`config.mk`:
```
export PLATFORM = sky130hd
export DESIGN_NAME = im2col_tap_address_generator
export DESIGN_NICKNAME = d
export VERILOG_FILES = /design/src/hdl/itag_pkg.sv /design/src/hdl/itag_front.sv /design/src/hdl/itag_queue.sv /design/src/hdl/itag_back.sv /design/src/hdl/im2col_tap_address_generator.sv
export VERILOG_INCLUDE_DIRS = /design/src /design/src/hdl
export SDC_FILE = /design/constraint.sdc
export NUM_CORES = 1
export LEC_CHECK = 0
export ABC_AREA = 1
export ABC_CLOCK_PERIOD_IN_PS = 14500
export BUFFER_PORTS_ARGS = -buffer_cell sky130_fd_sc_hd__buf_2
export CAP_MARGIN = 10
export CORE_AREA = 8 8 218 220
export DETAILED_ROUTE_END_ITERATION = 6
export DIE_AREA = 0 0 226 228
export PLACE_DENSITY = 0.71
export SLEW_MARGIN = 25
export SYNTH_ARGS = -nofsm -noshare
export SYNTH_HDL_FRONTEND = slang
export SYNTH_HIERARCHICAL = 1
export SYNTH_SLANG_ARGS = --single-unit
```
`constraint.sdc`:
```
create_clock -name clock -period 14.5 [get_ports clock]
set_clock_uncertainty 0.15 [all_clocks]
set_input_delay 2.175 -clock clock [delete_from_list [all_inputs] [get_ports clock]]
set_output_delay 2.175 -clock clock [all_outputs]
set_load 0.01 [all_outputs]
```
`src/hdl/assert_macros.svh`:
```
// concurrent assertion helpers, compiled out for synthesis
`ifndef ASSERT_MACROS_SVH
`define ASSERT_MACROS_SVH

`ifndef SYNTHESIS

// property checked at every rising edge outside reset
`define ASSERT_CLK(lbl, clk, rst, prop) \
   lbl: assert property (@(posedge clk) disable iff (rst) (prop)) \
      else $error("assertion failed");

// implication from one cycle to the next, outside reset
`define ASSERT_NEXT(lbl, clk, rst, ante, cons) \
   lbl: assert property (@(posedge clk) disable iff (rst) (ante) |=> (cons)) \
      else $error("assertion failed");

`else

`define ASSERT_CLK(lbl, clk, rst, prop)
`define ASSERT_NEXT(lbl, clk, rst, ante, cons)

`endif

`endif

```
`src/hdl/itag_pkg.sv`:
```
`default_nettype none

package itag_pkg;

   localparam int SRC_W       = 20;
   localparam int DST_W       = 21;
   localparam int STRIDE_W    = 16;
   localparam int TAPS_W      = 5;
   localparam int ROW_W       = 5;
   localparam int CSR_INDEX_W = 3;
   localparam int CSR_DATA_W  = 20;

   localparam int ROWS_PER_FRAME = 32;
   localparam logic [ROW_W-1:0] ROW_LAST = ROW_W'(ROWS_PER_FRAME - 1);

   // position queue between front and back
   localparam int QUEUE_DEPTH = 2;
   localparam int QUEUE_PTR_W = 1;
   localparam int QUEUE_CNT_W = 2;

   typedef enum logic [CSR_INDEX_W-1:0] {
      CSR_TAPS           = 3'd0,
      CSR_TAP_DST_STRIDE = 3'd1,
      CSR_ROW_DST_STRIDE = 3'd2,
      CSR_BASE_OFFSET    = 3'd3,
      CSR_OUTER_STEP     = 3'd4,
      CSR_INNER_STEP     = 3'd5,
      CSR_TAP_SRC_STEP   = 3'd6,
      CSR_INNER_LIMIT    = 3'd7
   } csr_reg_type;

   typedef struct packed {
      logic [TAPS_W-1:0]   taps;
      logic [STRIDE_W-1:0] tap_dst_stride;
      logic [STRIDE_W-1:0] row_dst_stride;
      logic [SRC_W-1:0]    base_offset;
      logic [SRC_W-1:0]    outer_step;
      logic [SRC_W-1:0]    inner_step;
      logic [SRC_W-1:0]    tap_src_step;
      logic [SRC_W-1:0]    inner_limit;
   } cfg_type;

   // register file after reset: one tap, everything else zero
   localparam cfg_type CFG_RESET = '{
      taps:           TAPS_W'(1),
      tap_dst_stride: '0,
      row_dst_stride: '0,
      base_offset:    '0,
      outer_step:     '0,
      inner_step:     '0,
      tap_src_step:   '0,
      inner_limit:    '0
   };

   // one output position as handed from front to back
   typedef struct packed {
      logic [SRC_W-1:0]  src_base;
      logic [DST_W-1:0]  dst_base;
      logic [TAPS_W-1:0] count;
      logic              last_row;
   } desc_type;

   typedef enum logic {
      BACK_IDLE = 1'b0,
      BACK_RUN  = 1'b1
   } back_state_type;

endpackage

`default_nettype wire

```
`src/hdl/itag_front.sv`:
```
`default_nettype none

module itag_front #(
   parameter int MAX_TAPS = 16
) (
   input  wire                  clock,
   input  wire                  reset,
   input  wire itag_pkg::cfg_type cfg,
   input  wire                  req_valid,
   output logic                 req_ready,
   input  wire                  req_restart,
   input  wire                  queue_full,
   output logic                 push,
   output itag_pkg::desc_type   desc
);

   logic [itag_pkg::SRC_W-1:0]  outer_ff, outer_in, outer_cur;
   logic [itag_pkg::SRC_W-1:0]  inner_ff, inner_in, inner_cur, inner_sum;
   logic [itag_pkg::ROW_W-1:0]  row_ff, row_in, row_cur;
   logic [itag_pkg::TAPS_W-1:0] n_sat;
   logic                        accept;

   always_comb begin
      accept    = req_valid && !queue_full;
      req_ready = !queue_full;

      // restart clears the terms before this position
      outer_cur = req_restart ? '0 : outer_ff;
      inner_cur = req_restart ? '0 : inner_ff;
      row_cur   = req_restart ? '0 : row_ff;

      n_sat = (32'(cfg.taps) > MAX_TAPS) ? itag_pkg::TAPS_W'(MAX_TAPS) : cfg.taps;

      desc.src_base = outer_cur + inner_cur + cfg.base_offset;
      desc.dst_base = itag_pkg::DST_W'(row_cur) * itag_pkg::DST_W'(cfg.row_dst_stride);
      desc.count    = n_sat;
      desc.last_row = (row_cur == itag_pkg::ROW_LAST);

      // zero taps: position advances but nothing is queued
      push = accept && (n_sat != '0);

      inner_sum = inner_cur + cfg.inner_step;
      outer_in  = outer_ff;
      inner_in  = inner_ff;
      row_in    = row_ff;
      if (accept) begin
         row_in = row_cur + 1'b1;
         if (inner_sum >= cfg.inner_limit) begin
            inner_in = '0;
            outer_in = outer_cur + cfg.outer_step;
         end else begin
            inner_in = inner_sum;
            outer_in = outer_cur;
         end
      end
   end

   always_ff @(posedge clock) begin
      if (reset) begin
         outer_ff <= '0;
         inner_ff <= '0;
         row_ff   <= '0;
      end else begin
         outer_ff <= outer_in;
         inner_ff <= inner_in;
         row_ff   <= row_in;
      end
   end

endmodule

`default_nettype wire

```
`src/hdl/itag_queue.sv`:
```
`default_nettype none

`include "assert_macros.svh"

module itag_queue (
   input  wire                 clock,
   input  wire                 reset,
   input  wire                 push,
   input  wire itag_pkg::desc_type push_data,
   input  wire                 pop,
   output itag_pkg::desc_type  pop_data,
   output logic                full,
   output logic                not_empty
);

   itag_pkg::desc_type                 mem_ff [itag_pkg::QUEUE_DEPTH];
   logic [itag_pkg::QUEUE_PTR_W-1:0]   wr_ptr_ff, wr_ptr_in;
   logic [itag_pkg::QUEUE_PTR_W-1:0]   rd_ptr_ff, rd_ptr_in;
   logic [itag_pkg::QUEUE_CNT_W-1:0]   count_ff, count_in;
   logic                               ptr_match;
   logic                               count_at_end;

   always_comb begin
      full      = (count_ff == itag_pkg::QUEUE_CNT_W'(itag_pkg::QUEUE_DEPTH));
      not_empty = (count_ff != '0);
      pop_data  = mem_ff[rd_ptr_ff];

      // pointers meet only when empty or full
      ptr_match    = (wr_ptr_ff == rd_ptr_ff);
      count_at_end = (count_ff == '0) || full;

      wr_ptr_in = push ? wr_ptr_ff + 1'b1 : wr_ptr_ff;
      rd_ptr_in = pop ? rd_ptr_ff + 1'b1 : rd_ptr_ff;
      count_in  = count_ff;
      if (push && !pop) begin
         count_in = count_ff + 1'b1;
      end else if (pop && !push) begin
         count_in = count_ff - 1'b1;
      end
   end

   always_ff @(posedge clock) begin
      if (push) begin
         mem_ff[wr_ptr_ff] <= push_data;
      end
   end

   always_ff @(posedge clock) begin
      if (reset) begin
         wr_ptr_ff <= '0;
         rd_ptr_ff <= '0;
         count_ff  <= '0;
      end else begin
         wr_ptr_ff <= wr_ptr_in;
         rd_ptr_ff <= rd_ptr_in;
         count_ff  <= count_in;
      end
   end

   `ASSERT_CLK(a_queue_bound, clock, reset, count_ff <= itag_pkg::QUEUE_CNT_W'(itag_pkg::QUEUE_DEPTH))
   `ASSERT_CLK(a_queue_ptr_gap, clock, reset, count_at_end == ptr_match)

endmodule

`default_nettype wire

```
`src/hdl/itag_back.sv`:
```
`default_nettype none

`include "assert_macros.svh"

module itag_back (
   input  wire                                clock,
   input  wire                                reset,
   input  wire itag_pkg::cfg_type             cfg,
   input  wire                                desc_valid,
   input  wire itag_pkg::desc_type            desc,
   output logic                               desc_pop,
   output logic                               rsp_valid,
   input  wire                                rsp_ready,
   output logic [itag_pkg::SRC_W-1:0]         rsp_src_index,
   output logic [itag_pkg::DST_W-1:0]         rsp_dst_index,
   output logic                               rsp_last_tap,
   output logic                               rsp_frame_done
);

   itag_pkg::back_state_type          state_ff, state_in;
   logic [itag_pkg::SRC_W-1:0]        src_ff, src_in;
   logic [itag_pkg::DST_W-1:0]        dst_ff, dst_in;
   logic [itag_pkg::TAPS_W-1:0]       tap_ff, tap_in;
   logic [itag_pkg::TAPS_W-1:0]       n_ff, n_in;
   logic                              last_row_ff, last_row_in;
   logic                              out_valid_ff, out_valid_in;
   logic [itag_pkg::SRC_W-1:0]        out_src_ff, out_src_in;
   logic [itag_pkg::DST_W-1:0]        out_dst_ff, out_dst_in;
   logic                              out_last_ff, out_last_in;
   logic                              out_frame_ff, out_frame_in;
   logic                              emit;
   logic                              is_last;
   logic                              tap_in_range;

   always_comb begin
      emit         = (state_ff == itag_pkg::BACK_RUN) && (!out_valid_ff || rsp_ready);
      is_last      = ((tap_ff + 1'b1) == n_ff);
      tap_in_range = (n_ff != '0) && (tap_ff < n_ff);

      state_in = state_ff;
      desc_pop = 1'b0;
      case (state_ff)
         itag_pkg::BACK_IDLE: begin
            if (desc_valid) begin
               desc_pop = 1'b1;
               state_in = itag_pkg::BACK_RUN;
            end
         end
         itag_pkg::BACK_RUN: begin
            // next position loads behind the last tap without a gap
            if (emit && is_last) begin
               desc_pop = desc_valid;
               state_in = desc_valid ? itag_pkg::BACK_RUN : itag_pkg::BACK_IDLE;
            end
         end
         default: begin
            state_in = itag_pkg::BACK_IDLE;
         end
      endcase

      src_in      = src_ff;
      dst_in      = dst_ff;
      tap_in      = tap_ff;
      n_in        = n_ff;
      last_row_in = last_row_ff;
      if (desc_pop) begin
         src_in      = desc.src_base;
         dst_in      = desc.dst_base;
         tap_in      = '0;
         n_in        = desc.count;
         last_row_in = desc.last_row;
      end else if (emit) begin
         src_in = src_ff + cfg.tap_src_step;
         dst_in = dst_ff + itag_pkg::DST_W'(cfg.tap_dst_stride);
         tap_in = tap_ff + 1'b1;
      end

      out_valid_in = emit ? 1'b1 : (rsp_ready ? 1'b0 : out_valid_ff);
      out_src_in   = emit ? src_ff : out_src_ff;
      out_dst_in   = emit ? dst_ff : out_dst_ff;
      out_last_in  = emit ? is_last : out_last_ff;
      out_frame_in = emit ? (is_last && last_row_ff) : out_frame_ff;

      rsp_valid      = out_valid_ff;
      rsp_src_index  = out_src_ff;
      rsp_dst_index  = out_dst_ff;
      rsp_last_tap   = out_last_ff;
      rsp_frame_done = out_frame_ff;
   end

   always_ff @(posedge clock) begin
      if (reset) begin
         state_ff     <= itag_pkg::BACK_IDLE;
         out_valid_ff <= 1'b0;
      end else begin
         state_ff     <= state_in;
         out_valid_ff <= out_valid_in;
      end
   end

   always_ff @(posedge clock) begin
      src_ff       <= src_in;
      dst_ff       <= dst_in;
      tap_ff       <= tap_in;
      n_ff         <= n_in;
      last_row_ff  <= last_row_in;
      out_src_ff   <= out_src_in;
      out_dst_ff   <= out_dst_in;
      out_last_ff  <= out_last_in;
      out_frame_ff <= out_frame_in;
   end

   `ASSERT_CLK(a_run_has_taps, clock, reset, state_ff != itag_pkg::BACK_RUN || tap_in_range)
   `ASSERT_NEXT(a_mid_tap_keeps_run, clock, reset, emit && !is_last, state_ff == itag_pkg::BACK_RUN)

endmodule

`default_nettype wire

```
`src/hdl/im2col_tap_address_generator.sv`:
```
`default_nettype none

// channel  | ports                                   | direction
// ---------+-----------------------------------------+----------
// request  | req_valid req_ready req_restart         | in
// response | rsp_valid rsp_ready rsp_src_index       | out
//          | rsp_dst_index rsp_last_tap rsp_frame_done |
// csr      | csr_we csr_index csr_wdata              | in
//
// each request transaction yields min(taps, MAX_TAPS) responses, one per unstalled cycle
// positions stream back to back at one tap per cycle unless stalled (back-end tap walker)
// a position with zero taps is taken by the front end and yields no response
// front end takes a request whenever the two-entry position queue has room
// synchronous active-high reset clears position terms, queue and output register
// csr registers reset to zero except taps, which resets to one

module im2col_tap_address_generator #(
   parameter int MAX_TAPS = 16
) (
   input  wire                                    clock,
   input  wire                                    reset,
   input  wire                                    req_valid,
   output logic                                   req_ready,
   input  wire                                    req_restart,
   output logic                                   rsp_valid,
   input  wire                                    rsp_ready,
   output logic [itag_pkg::SRC_W-1:0]             rsp_src_index,
   output logic [itag_pkg::DST_W-1:0]             rsp_dst_index,
   output logic                                   rsp_last_tap,
   output logic                                   rsp_frame_done,
   input  wire                                    csr_we,
   input  wire  [itag_pkg::CSR_INDEX_W-1:0]       csr_index,
   input  wire  [itag_pkg::CSR_DATA_W-1:0]        csr_wdata
);

   // configuration registers
   itag_pkg::cfg_type   cfg_ff, cfg_in;

   // front to queue
   logic                push;
   itag_pkg::desc_type  push_desc;
   logic                queue_full;

   // queue to back
   logic                pop;
   itag_pkg::desc_type  pop_desc;
   logic                queue_not_empty;

   always_comb begin
      cfg_in = cfg_ff;
      if (csr_we) begin
         case (itag_pkg::csr_reg_type'(csr_index))
            itag_pkg::CSR_TAPS:
               cfg_in.taps = csr_wdata[itag_pkg::TAPS_W-1:0];
            itag_pkg::CSR_TAP_DST_STRIDE:
               cfg_in.tap_dst_stride = csr_wdata[itag_pkg::STRIDE_W-1:0];
            itag_pkg::CSR_ROW_DST_STRIDE:
               cfg_in.row_dst_stride = csr_wdata[itag_pkg::STRIDE_W-1:0];
            itag_pkg::CSR_BASE_OFFSET:
               cfg_in.base_offset = csr_wdata[itag_pkg::SRC_W-1:0];
            itag_pkg::CSR_OUTER_STEP:
               cfg_in.outer_step = csr_wdata[itag_pkg::SRC_W-1:0];
            itag_pkg::CSR_INNER_STEP:
               cfg_in.inner_step = csr_wdata[itag_pkg::SRC_W-1:0];
            itag_pkg::CSR_TAP_SRC_STEP:
               cfg_in.tap_src_step = csr_wdata[itag_pkg::SRC_W-1:0];
            itag_pkg::CSR_INNER_LIMIT:
               cfg_in.inner_limit = csr_wdata[itag_pkg::SRC_W-1:0];
            default: begin
               cfg_in = cfg_ff;
            end
         endcase
      end
   end

   always_ff @(posedge clock) begin
      if (reset) begin
         cfg_ff <= itag_pkg::CFG_RESET;
      end else begin
         cfg_ff <= cfg_in;
      end
   end

   // front: restart handling, position bases, term advance
   itag_front #(
      .MAX_TAPS (MAX_TAPS)
   ) u_front (
      .clock       (clock),
      .reset       (reset),
      .cfg         (cfg_ff),
      .req_valid   (req_valid),
      .req_ready   (req_ready),
      .req_restart (req_restart),
      .queue_full  (queue_full),
      .push        (push),
      .desc        (push_desc)
   );

   // decouples position bookkeeping from the tap walk
   itag_queue u_queue (
      .clock     (clock),
      .reset     (reset),
      .push      (push),
      .push_data (push_desc),
      .pop       (pop),
      .pop_data  (pop_desc),
      .full      (queue_full),
      .not_empty (queue_not_empty)
   );

   // back: walks taps, one response per cycle into the output register unless stalled
   itag_back u_back (
      .clock          (clock),
      .reset          (reset),
      .cfg            (cfg_ff),
      .desc_valid     (queue_not_empty),
      .desc           (pop_desc),
      .desc_pop       (pop),
      .rsp_valid      (rsp_valid),
      .rsp_ready      (rsp_ready),
      .rsp_src_index  (rsp_src_index),
      .rsp_dst_index  (rsp_dst_index),
      .rsp_last_tap   (rsp_last_tap),
      .rsp_frame_done (rsp_frame_done)
   );

endmodule

`default_nettype wire

```
# Word-level counts from Yosys, hierarchy flattened

Memories as Yosys holds them, arrays and structs flattened. A register that Yosys moved wholly into a read port is not among the register bits.
Cells that the tools add are included.

Register bits: 283
Bits in writable memories: 94
Bits of input ports: 29
Output and inout bits: 45
Memories: 1

Add/subtract/negate cells: 12
Multiply operators: 1
$lt $le $gt $ge: 2
Equality and inequality tests: 10
Muxes and demuxes: 23
Bitwise gates (word level): 1
Reduce and logical (&&, ||, !) cells: 26

Memory list:

| memory         | depth | width | read ports | clocked after memory_dff | wr ports | line             | RTL |
|---|---|---|---|---|---|---|---|
| u_queue.mem_ff | 2     | 47    | 1          | 1                        | 1        | itag_queue.sv:16 | `itag_pkg::desc_type mem_ff [itag_pkg::QUEUE_DEPTH];` |

Operators with widths:

| operator                                                         | count |
|---|---|
| 20-bit two-way mux                                               | 6 |
| 20-bit adder                                                     | 5 |
| 21-bit two-way mux                                               | 2 |
| 21-bit by 16-bit adder with 21-bit output                        | 1 |
| 5-bit by 16-bit multiplier with 21-bit output                    | 1 |
| 20-bit >= comparator                                             | 1 |
| 2-bit AND reduction                                              | 8 |
| 3-bit == test (second input constant)                            | 4 |
| 5-bit by 1-bit adder with 5-bit output (second input constant)   | 2 |
| 5-bit two-way mux                                                | 2 |
| 1-bit two-way mux                                                | 9 |
| 2-bit nonzero test                                               | 4 |
| 1-bit logical AND                                                | 7 |
| 3-bit by 2-bit == test with 1-bit output (second input constant) | 2 |
| 5-bit == test                                                    | 1 |
| 5-bit == test (second input constant)                            | 1 |
| 5-bit greater-than comparator (second input constant)            | 1 |
| 5-bit nonzero test                                               | 1 |
| 1-bit logical NOT                                                | 4 |
| 2-bit two-way mux                                                | 2 |
| 1-bit one-hot mux with 2 select lines                            | 2 |
| 3-bit by 1-bit == test with 1-bit output (second input constant) | 1 |
| 3-bit logical NOT                                                | 1 |
| 1-bit adder (second input constant)                              | 2 |
| 5 further kinds                                                  | 5 |

# Logic depth before layout (Yosys ltp)

Gate-level depths: netlist (run 1).

Word-level depth: 9
Depth in mapped cells: 27
Depth with buffers taken out: 26

# By module

Netlist (run 1), hierarchy kept.

Modules (own cells, without submodules):

| module                       | times used | cells an instance | area an instance (um^2) |
|---|---|---|---|
| itag_front                   | 1          | 1359              | 8580.7 |
| itag_back                    | 1          | 808               | 6227.2 |
| im2col_tap_address_generator | 1          | 781               | 5371.4 |
| itag_queue                   | 1          | 179               | 3741.1 |

# Worst setup path after synthesis (run 1)

No wires, ideal clock.

Kind: input-to-reg
Start point: in req_restart
End point: mem u_queue/mem_ff[0][25] in the netlist's numbering (data pin)
Setup time: 264 ps
Arrival time: 5760 ps
Required time: 14086 ps
Setup slack: 8327 ps
Stages on the path: 19
Buffers on the path: 3
Cell sequence: clkbuf_1 > inv_1 > clkbuf_1 > nand2_1 > buf_2 > nor2_1 > fa_1 > fa_1 > inv_1 > fa_1 > inv_1 > ha_1 > a21oi_1 > o21ai_0 > a21oi_1 > o21ai_0 > nand2_1 > nand3_1 > xor2_1

RTL lines:

| item               | line                               | RTL |
|---|---|---|
| start: declaration | im2col_tap_address_generator.sv:24 | `input wire req_restart,` |
| end: declaration   | itag_queue.sv:16                   |  |

# Worst setup path after layout (run 1)

Start point: in req_restart
End point: reg u_front/inner_ff[18] in the netlist's numbering

Cells in the longest elaborated chain, start to end: 4

Ends and longest elaborated chain:

| item                   | line             | RTL |
|---|---|---|
| 20-bit two-way mux *   | itag_front.sv:29 | `inner_cur = req_restart ? '0 : inner_ff;` |
| 20-bit adder *         | itag_front.sv:42 | `inner_sum = inner_cur + cfg.inner_step;` |
| 20-bit >= comparator   | itag_front.sv:48 | `if (inner_sum >= cfg.inner_limit) begin` |
| 20-bit two-way mux *   | itag_front.sv:48 |  |
| end signal: assignment | itag_front.sv:65 | `inner_ff <= inner_in;` |
| end: declaration       | itag_front.sv:18 | `logic [itag_pkg::SRC_W-1:0] inner_ff, inner_in, inner_cur, inner_sum;` |

Every way passes the cells marked *; elsewhere a longest branch is shown, timed or not.
A chain may end at the register's enable or synchronous reset.

==> flow_summary.toml, run 1 <==
[status]
outcome = "complete, no violations"

[global_routing]
grt_overflow = 0
grt_pass1_vias = 19330
gr-usage-all-layers_pct = 26.15
grt_max_degree = 99
grt_antenna_before_repair = 0
grt_pass1_wl_mm = 106.5

[floorplanning]
die_w_um = 226
core_um2 = 43840
pin_count = 74
start_util_pct = 54.57
rows = 77
fp.dieH_um = 228
die_area_um2 = 51530

[synth]
postSynthAreaPerCell_um2 = 7.650
synth_cell_types = 46
yosysWarnings = 6
synth_edf_count = 184
synth_nets = 3366
ys_ff_latch = 378
synth_ff_type = "dfxtp_1"
ys_seq_area_share_pct = 39.33
yosys-top-cells-area = "edfxtp_1 23%, dfxtp_1 16%, nand2_1 13%, nor2_1 7.9%, ha_1 7.5%"
synth_top_area_cell = "edfxtp_1"
synth_top_area_share_pct = 23.10
synthArstFlopShare_pct = 0
synth_cells = 3127
netlist_area_um2 = 23920

[cts]
cts-resized-gates = 0
cts_max_level = 2
hold_buffers = 0
cts_buffers = 41
root_buffer = "clkbuf_16"
clk_pin_slew_ns = 0.06
cts.sinks = 378
cts_tree = "built"
clkLatencyLatePin_ns = 0.59
clockBufferDepth = 3
postCtsSetupRepairBufs = 0

[drt]
vias = 20620
final_antenna_net_count = 0
drcViolationCount = 0
firstDrtPassIters = 6
routed_wl_mm = 68.57
routedWlPerCell_um = 18.10
vias_per_cell = 5.443
drt_iter0_markers = 2190

[worst_setup_path]
cp.arrival_ns = 7.34
end_kind = "flop"
rrSetupSlack_ns = 9.41
cp_max_fo = 34
startpoint_type = "primary input"
worstReg2RegStart = "u_front/inner_ff[13]$_SDFFE_PP0P_"
cp-startpoint = "req_restart"
required_ns = 14.83
critical_path_class = "in -> reg"

[timing]
setup_viol = 0
setup_ws_ns = 7.490
worstMarginPinSlew_ns = 1.011
fmax_mhz = 142.7
hold_violations = 0
slew_headroom_pct = 32.55
period_minus_slack_ns = 7.010
post-route-period-util_pct = 48.35
timing.final.max_slew_violations = 0
rsz0062_at_grt = "no"
setup-tns-final_ns = 0

[cells_and_area]
drive_above_1_share_pct = 7.009
mostFrequentLayoutCells = "845 x nand2_1, 498 x nor2_1, 382 x inv_1, 299 x nand3_1, 193 x dfxtp_1"
final_common_cell = "nand2_1"
area_growth_pct = 9.044
nets = 3402

[flow_run]
drv_cap = 0

[hold_path]
hp-start = "u_back/dst_ff[12]$_DFFE_PP_"
hold_path.class = "reg -> reg"

[power_and_ir_drop]
power-per-cell-area_nw_per_um2 = 140.9
ir_worst_vdd_mv = 0.1647
power_leakage_nw = 12.42

[placement]
hpwl_mm = 50.22
dp_slack_ns = 6.938
port_buffers = 73
gp_congestion = 0.9495
==> cell usage after synthesis (37+ instances only) <==
library cell and instances:
inv_1 385, ha_1 144, clkbuf_1 37, xor2_1 58
dfxtp_1 194, nand3_1 299, o21ai_0 37, nor2_1 503
nand2_1 845, a21oi_1 148, fa_1 66, edfxtp_1 184
==> power breakdown <==
part | internal [mW] | switching [mW]
Clock | 0.604 | 0.448
Combinational | 0.363 | 0.748
Sequential | 1.41 | 0.0990
Total | 2.38 | 1.30
==> layer usage <==
layer / vias to the layer above / routed length [um] / track usage [%]
li1: 10060 / - / -
met4: 0 / 2415 / 8.755
met5: - / 0 / 0
met2: 794 / 30140 / 40.40
met3: 124 / 5904 / 5.248
met1: 9646 / 30100 / 36.29
==> critical path: stages <==
cell     delay (ns)
buf_2          0.54
nor2_1         0.18
ha_1           0.33
fa_1           0.51
inv_1          0.08
nor2_1         0.04
or2_2          0.32
nand3_1        0.12
nand2_1        0.06
nand2_1        0.06
nand2_1        0.07
ha_1           0.27
nand2_1        0.14
inv_1          0.05
nand2_1        0.06
nand2_1        0.07
nand2_1        0.07
nand2_1        0.09
a21oi_2        0.46
nand2_2        0.43
nor2_2         0.89
nand2_1        0.12
a21oi_1        0.16
==> through the flow <==
step	utilization, %	power, mW	cell area, um2	std cells	hold WS, ns
floorplan	-	2.308	23920	3127	0.2807
global placement	56.33	2.596	24690	3711	0.2880
detailed placement	56.33	2.625	24690	3711	0.2955
global route	59.50	3.869	26080	3788	0.3122
CTS	59.41	3.680	26040	3787	0.3049
finish	59.50	3.674	26080	3789	0.3055
==> flip-flops by register name (all words and copies together) (netlist names), named ones only <==
name                   count
u_front/inner_ff          20
u_back/dst_ff             21
u_queue/count_ff           2
u_queue/rd_ptr_ff          1
cfg_ff                   137
u_queue/mem_ff            94
u_back/tap_ff              5
u_back/rsp_dst_index      21
u_back/rsp_last_tap        1
u_front/row_ff             5
u_back/rsp_src_index      20
u_front/outer_ff          20
u_back/src_ff             20
u_back/state_ff            1
u_queue/wr_ptr_ff          1
u_back/rsp_valid           1
u_back/n_ff                5
u_back/rsp_frame_done      1
u_back/last_row_ff         1
==> final timing paths <==
| check | cells past startpoint | to |
|---|---|---|
| setup reg to reg | 22 | u_front/inner_ff[18]$_SDFFE_PP0P_ |
| hold / removal | 0 | u_back/rsp_dst_index[12]$_DFFE_PP_ |
| setup / recovery | 23 | u_front/inner_ff[18]$_SDFFE_PP0P_ |
| hold reg to reg | 0 | u_back/rsp_dst_index[12]$_DFFE_PP_ |
==> cell families after synthesis <==
logic type,after synthesis,share of synthesized area (%)
flops,378,39.33
fa+ha+maj,210,13.06
compound gates,216,4.781
simple gates,1709,29.07
mux,47,2.683
xor+xnor,77,2.819
buf+inv,490,8.254
==> cell type report <==
cell class | count | area [um2]
antenna | 1 | 2.502
clock buffer | 62 | 1219
clock inverter | 14 | 131.4
fill | 4014 | 17750
inverter | 393 | 1478
multi-input combinational | 2259 | 12590
sequential | 378 | 9410
tap | 592 | 740.7
timing repair buffer | 90 | 516.7
Power figures use the tool's default switching activity.
==> run 2, diff against run 1 <==
Settings changed: ABC_CLOCK_PERIOD_IN_PS 14500 to 6100, PLACE_DENSITY 0.71 to 0.74.
Clock period 14.5 ns to 6.1 ns, I/O delays scaled along.
==> flow_summary.toml, run 2 (synthesized netlist as in run 1, its figures left out) <==
[cells_and_area]
final_common_cell = "nand2_1"
nets = 3409
fin_cells = 3796
diodes = 0
area_growth_pct = 9.415
top_register = "cfg_ff"
post-route-util_pct = 59.71
final-seq-area_um2 = 9410
mostFrequentLayoutCells = "845 x nand2_1, 497 x nor2_1, 382 x inv_1, 299 x nand3_1, 193 x dfxtp_1"
fillers = 3953
drive_above_1_share_pct = 7.210
largest_reg_flops = 137
multi_input_area_um2 = 12590
reg_top3 = "cfg_ff x137, u_queue/mem_ff x94"

[status]
outcome = "complete, no violations"

[drt]
firstDrtPassIters = 7
drt_iter0_markers = 2010
routed_wl_mm = 66.36
vias = 20560
vias_per_cell = 5.415
drcViolationCount = 0
routedWlPerCell_um = 17.48
final_antenna_net_count = 0

[timing]
fin_hold_ws_ns = 0.3075
worstMarginPinSlew_ns = 1.048
setup_viol = 0
period_minus_slack_ns = 4.896
timing.final.max_slew_violations = 0
hold_violations = 0
post-route-period-util_pct = 80.26
fmax_mhz = 204.2
slew_headroom_pct = 29.96
rsz0062_at_grt = "no"
setup-tns-final_ns = 0

[power_and_ir_drop]
total_power_mw = 8.787
ir_worst_vdd_mv = 0.2959
power-per-cell-area_nw_per_um2 = 335.7
p_seq_share_pct = 40.8
p_sw_mw = 3.031
power_leakage_nw = 12.48
p_comb_share_pct = 29.8
p_int_mw = 5.756
clockPowerShare_pct = 29.4
p_sw_share_pct = 34.50

[flow_run]
drv_cap = 0

[cts]
cts.sinks = 378
hold_buffers = 0
cts_max_level = 2
clk_pin_slew_ns = 0.06
cts-resized-gates = 0
clkLatencyLatePin_ns = 0.59
root_buffer = "clkbuf_16"
postCtsSetupRepairBufs = 0
clockBufferDepth = 3
cts_buffers = 43
cts_tree = "built"

[hold_path]
min_to = "u_back/rsp_src_index[17]$_DFFE_PP_"
hp-start = "u_back/src_ff[17]$_DFFE_PP_"
min_path_cells = 0
hold_path.class = "reg -> reg"

[worst_setup_path]
end_kind = "flop"
required_ns = 6.37
startpoint_type = "primary input"
cp.arrival_ns = 5.16
rrSetupSlack_ns = 1.52
critical_path_class = "in -> reg"
cp-startpoint = "req_restart"
reg2reg_depth = 18
rr_endpoint = "u_queue/mem_ff[0][23]$_DFFE_PP_"
cp_max_fo = 18
worstReg2RegStart = "u_front/row_ff[2]$_SDFFE_PP0P_"

[floorplanning]
core_um2 = 43840
die_w_um = 226
fp.dieH_um = 228
rows = 77
die_area_um2 = 51530
pin_count = 74
start_util_pct = 54.57

[global_routing]
grt_pass1_wl_mm = 104.0
grt_antenna_before_repair = 0
grt_max_degree = 107
grt_pass1_vias = 19460
gr-usage-all-layers_pct = 25.24
grt_overflow = 0

[placement]
gp_congestion = 0.9658
dp_cells = 3717
hpwl_mm = 48.96
port_buffers = 73
run 2: per-stage QoR:
step | instance area (um2) | setup WS [ns]
finish | 26170 | 1.204
global route | 26170 | 0.8020
CTS | 26170 | 1.239
detailed placement | 24760 | 0.6264
global placement | 24750 | 0.7482
floorplan | 23920 | 1.187
run 2: per-layer routing:
| metal | wire [um] | GRT usage (%) |
|---|---|---|
| met1 | 29990 | 35.29 |
| met2 | 30030 | 40.31 |
| met3 | 4720 | 3.888 |
| met4 | 1629 | 6.825 |
| met5 | 0 | 0 |
run 2: cell type report:
type,count,area share [%]
Timing Repair Buffer,95,2.075
Clock inverter,19,0.7075
Sequential cell,378,35.95
Clock buffer,60,4.671
Inverter,393,5.646
Tap cell,592,2.830
Multi-Input combinational cell,2259,48.12
run 2: worst max path at each step:
| stage | slack, ns | depth (start not counted) | end |
|---|---|---|---|
| floorplan | 1.19 | 19 | u_queue/mem_ff[0][25]$_DFFE_PP_ |
| CTS | 1.24 | 18 | u_queue/mem_ff[0][23]$_DFFE_PP_ |
| detailed placement | 0.63 | 18 | u_queue/mem_ff[0][23]$_DFFE_PP_ |
| global route | 0.80 | 18 | u_queue/mem_ff[1][23]$_DFFE_PP_ |
| global placement | 0.75 | 18 | u_queue/mem_ff[0][23]$_DFFE_PP_ |
| finish | 1.20 | 18 | u_queue/mem_ff[0][23]$_DFFE_PP_ |
run 2: critical path, stage by stage:
cell,delay (ns)
buf_2,0.26
nor2_1,0.32
clkinv_1,0.31
buf_4,0.27
nor2_1,0.15
fa_1,0.43
fa_1,0.49
inv_1,0.05
fa_1,0.47
inv_1,0.05
ha_1,0.36
nand2_1,0.09
nor2_1,0.14
nand2_1,0.06
o21ai_0,0.40
nand3_1,0.12
nand2_1,0.10
xor2_1,0.19
run 2: power by group through the flow:
stage	sequential (mW)	clock, mW	combinational (mW)
after detailed placement	3.63	0	2.59
after global routing	3.63	2.72	2.90
after CTS	3.58	2.63	2.60
after global placement	3.61	0	2.54
after floorplan	3.63	0	1.86
final	3.59	2.58	2.62
==> run 3, diff against run 2 <==
Settings changed: ABC_CLOCK_PERIOD_IN_PS 6100 to 4600, PLACE_DENSITY 0.74 to 0.71.
Clock period 6.1 ns to 4.6 ns, I/O delays scaled along.
==> flow_summary.toml, run 3 (synthesized netlist as in run 1, its figures left out) <==
[status]
outcome = "finished with violations"
violations = "design-rule violations"

[placement]
hpwl_mm = 50.06
port_buffers = 73
gp_congestion = 0.9440
dp_cells = 3823
dpl-instance-area_um2 = 25610
dp_slack_ns = -0.1309

[timing]
rsz0062_at_grt = "no"
setup_ws_ns = 0.3155
post-route-period-util_pct = 93.14
worstMarginPinSlew_ns = 1.001
slew_headroom_pct = 33.28
fmax_mhz = 233.4
period_minus_slack_ns = 4.284
hold_violations = 0
setup_viol = 0
timing.final.max_slew_violations = 0

[floorplanning]
fp.dieH_um = 228
rows = 77
pin_count = 74
die_w_um = 226
start_util_pct = 54.57
core_um2 = 43840
die_area_um2 = 51530

[cells_and_area]
area_growth_pct = 13.40
top_register = "cfg_ff"
nets = 3517
final_area_um2 = 27120
drive_above_1_share_pct = 10.60
largest_reg_flops = 137
post-route-util_pct = 61.88
reg_top3 = "cfg_ff x137, u_queue/mem_ff x94"
final_common_cell = "nand2_1"
fin_cells = 3905
mostFrequentLayoutCells = "845 x nand2_1, 497 x nor2_1, 382 x inv_1, 299 x nand3_1, 193 x dfxtp_1"

[global_routing]
grt_pass1_wl_mm = 107.7
grt_overflow = 0
gr-usage-all-layers_pct = 26.12
grt_max_degree = 52
grt_antenna_before_repair = 1
grt_pass1_vias = 20410

[flow_run]
drv_cap = 0

[worst_setup_path]
required_ns = 4.84
path_common_cell = "inv_1"
crit_buf_inv = 5
worstReg2RegStart = "u_front/row_ff[3]$_SDFFE_PP0P_"
cp_max_fo = 13
startpoint_type = "flop"
crit_slowest_cell = "fa_1"
critical_path_class = "reg -> reg"
cp_top_family = "adder cells"
cp-startpoint = "u_front/row_ff[3]$_SDFFE_PP0P_"
cp_slowest_stage_delay_ns = 0.51
end_kind = "flop"
rrSetupSlack_ns = 0.32
cp.arrival_ns = 4.52
crit_chain = "inv_1 > nor2_1 > inv_1 > nor2_1 > fa_1 > fa_1 > inv_1 > fa_1 > inv_1 > ha_1 > buf_4 > nand2_1 > nor3_1 > nand4_1 > nand3_1 > xor2_1"

[cts]
cts_tree = "built"
clk_pin_slew_ns = 0.06
postCtsSetupRepairBufs = 0
clockBufferDepth = 3
cts_buffers = 43
clkLatencyLatePin_ns = 0.58
hold_buffers = 0
cts_max_level = 2
cts-resized-gates = 0
cts.sinks = 378
root_buffer = "clkbuf_16"

[drt]
drcViolationCount = 1
firstDrtPassIters = 7
vias_per_cell = 5.369
vias = 20970
routedWlPerCell_um = 17.47
routed_wl_mm = 68.22
drt_iter0_markers = 1889
final_antenna_net_count = 0

[power_and_ir_drop]
power_leakage_nw = 13.11
power-per-cell-area_nw_per_um2 = 437.7
total_power_mw = 11.87
ir_worst_vdd_mv = 0.3876

[hold_path]
hold_path.class = "in -> reg"
hp-start = "csr_wdata[0]"
run 3: changes by cell type in the layout (fill, tap and decap cells not counted), moves of 2 or more:
cell and change:
clkbuf_16 -2, bufinv_16 +2, buf_12 +4, clkinv_1 -5, clkinv_2 +7, buf_4 +102
buf_16 +2, clkbuf_8 +2, clkbuf_1 -7
run 3: worst min-delay path: cells and delay by family:
kind / cells / cell delay [ns]
AND/OR/NAND/NOR: 2 / 0.11
buffers and inverters: 1 / 0.09
run 3: area by class of cell:
cell class              instances  area, um2
fillers                      3873      16710
multi-input cells            2259      12590
flip-flops and latches        378       9410
inverters                     393       1478
repair buffers                203       1444
clock buffers                  53       1174
well taps                     592      740.7
clock inverters                26      282.8
diodes                          1      2.502
run 3: stage by stage:
stage                     TNS (ns)  hold WS [ns]
final                            0        0.1950
after floorplan                  0        0.2807
after detailed placement    -1.920        0.2893
after CTS                        0        0.1648
after global routing             0        0.1906
after global placement     -0.8025        0.2921
run 3: final timing paths:
kind	depth (start not counted)	to
min reg2reg	0	u_back/rsp_dst_index[14]$_DFFE_PP_
max reg2reg	16	u_queue/mem_ff[1][26]$_DFFE_PP_
max	16	u_queue/mem_ff[1][26]$_DFFE_PP_
min	3	cfg_ff[132]$_SDFFE_PP1P_
run 3: power breakdown:
group | switching (mW) | internal (mW) | leakage [nW] | total (mW)
Clock | 1.45 | 2.11 | 0.733 | 3.56
Sequential | 0.349 | 4.45 | 3.35 | 4.80
Combinational | 2.30 | 1.22 | 9.02 | 3.52
run 3: metal layers:
layer / routed length, um / GRT usage, % / vias up
li1: - / - / 10290
met2: 30820 / 41.91 / 753
met1: 29970 / 35.09 / 9778
met3: 5128 / 4.619 / 141
met5: 13 / 0 / -
met4: 2289 / 9.283 / 2
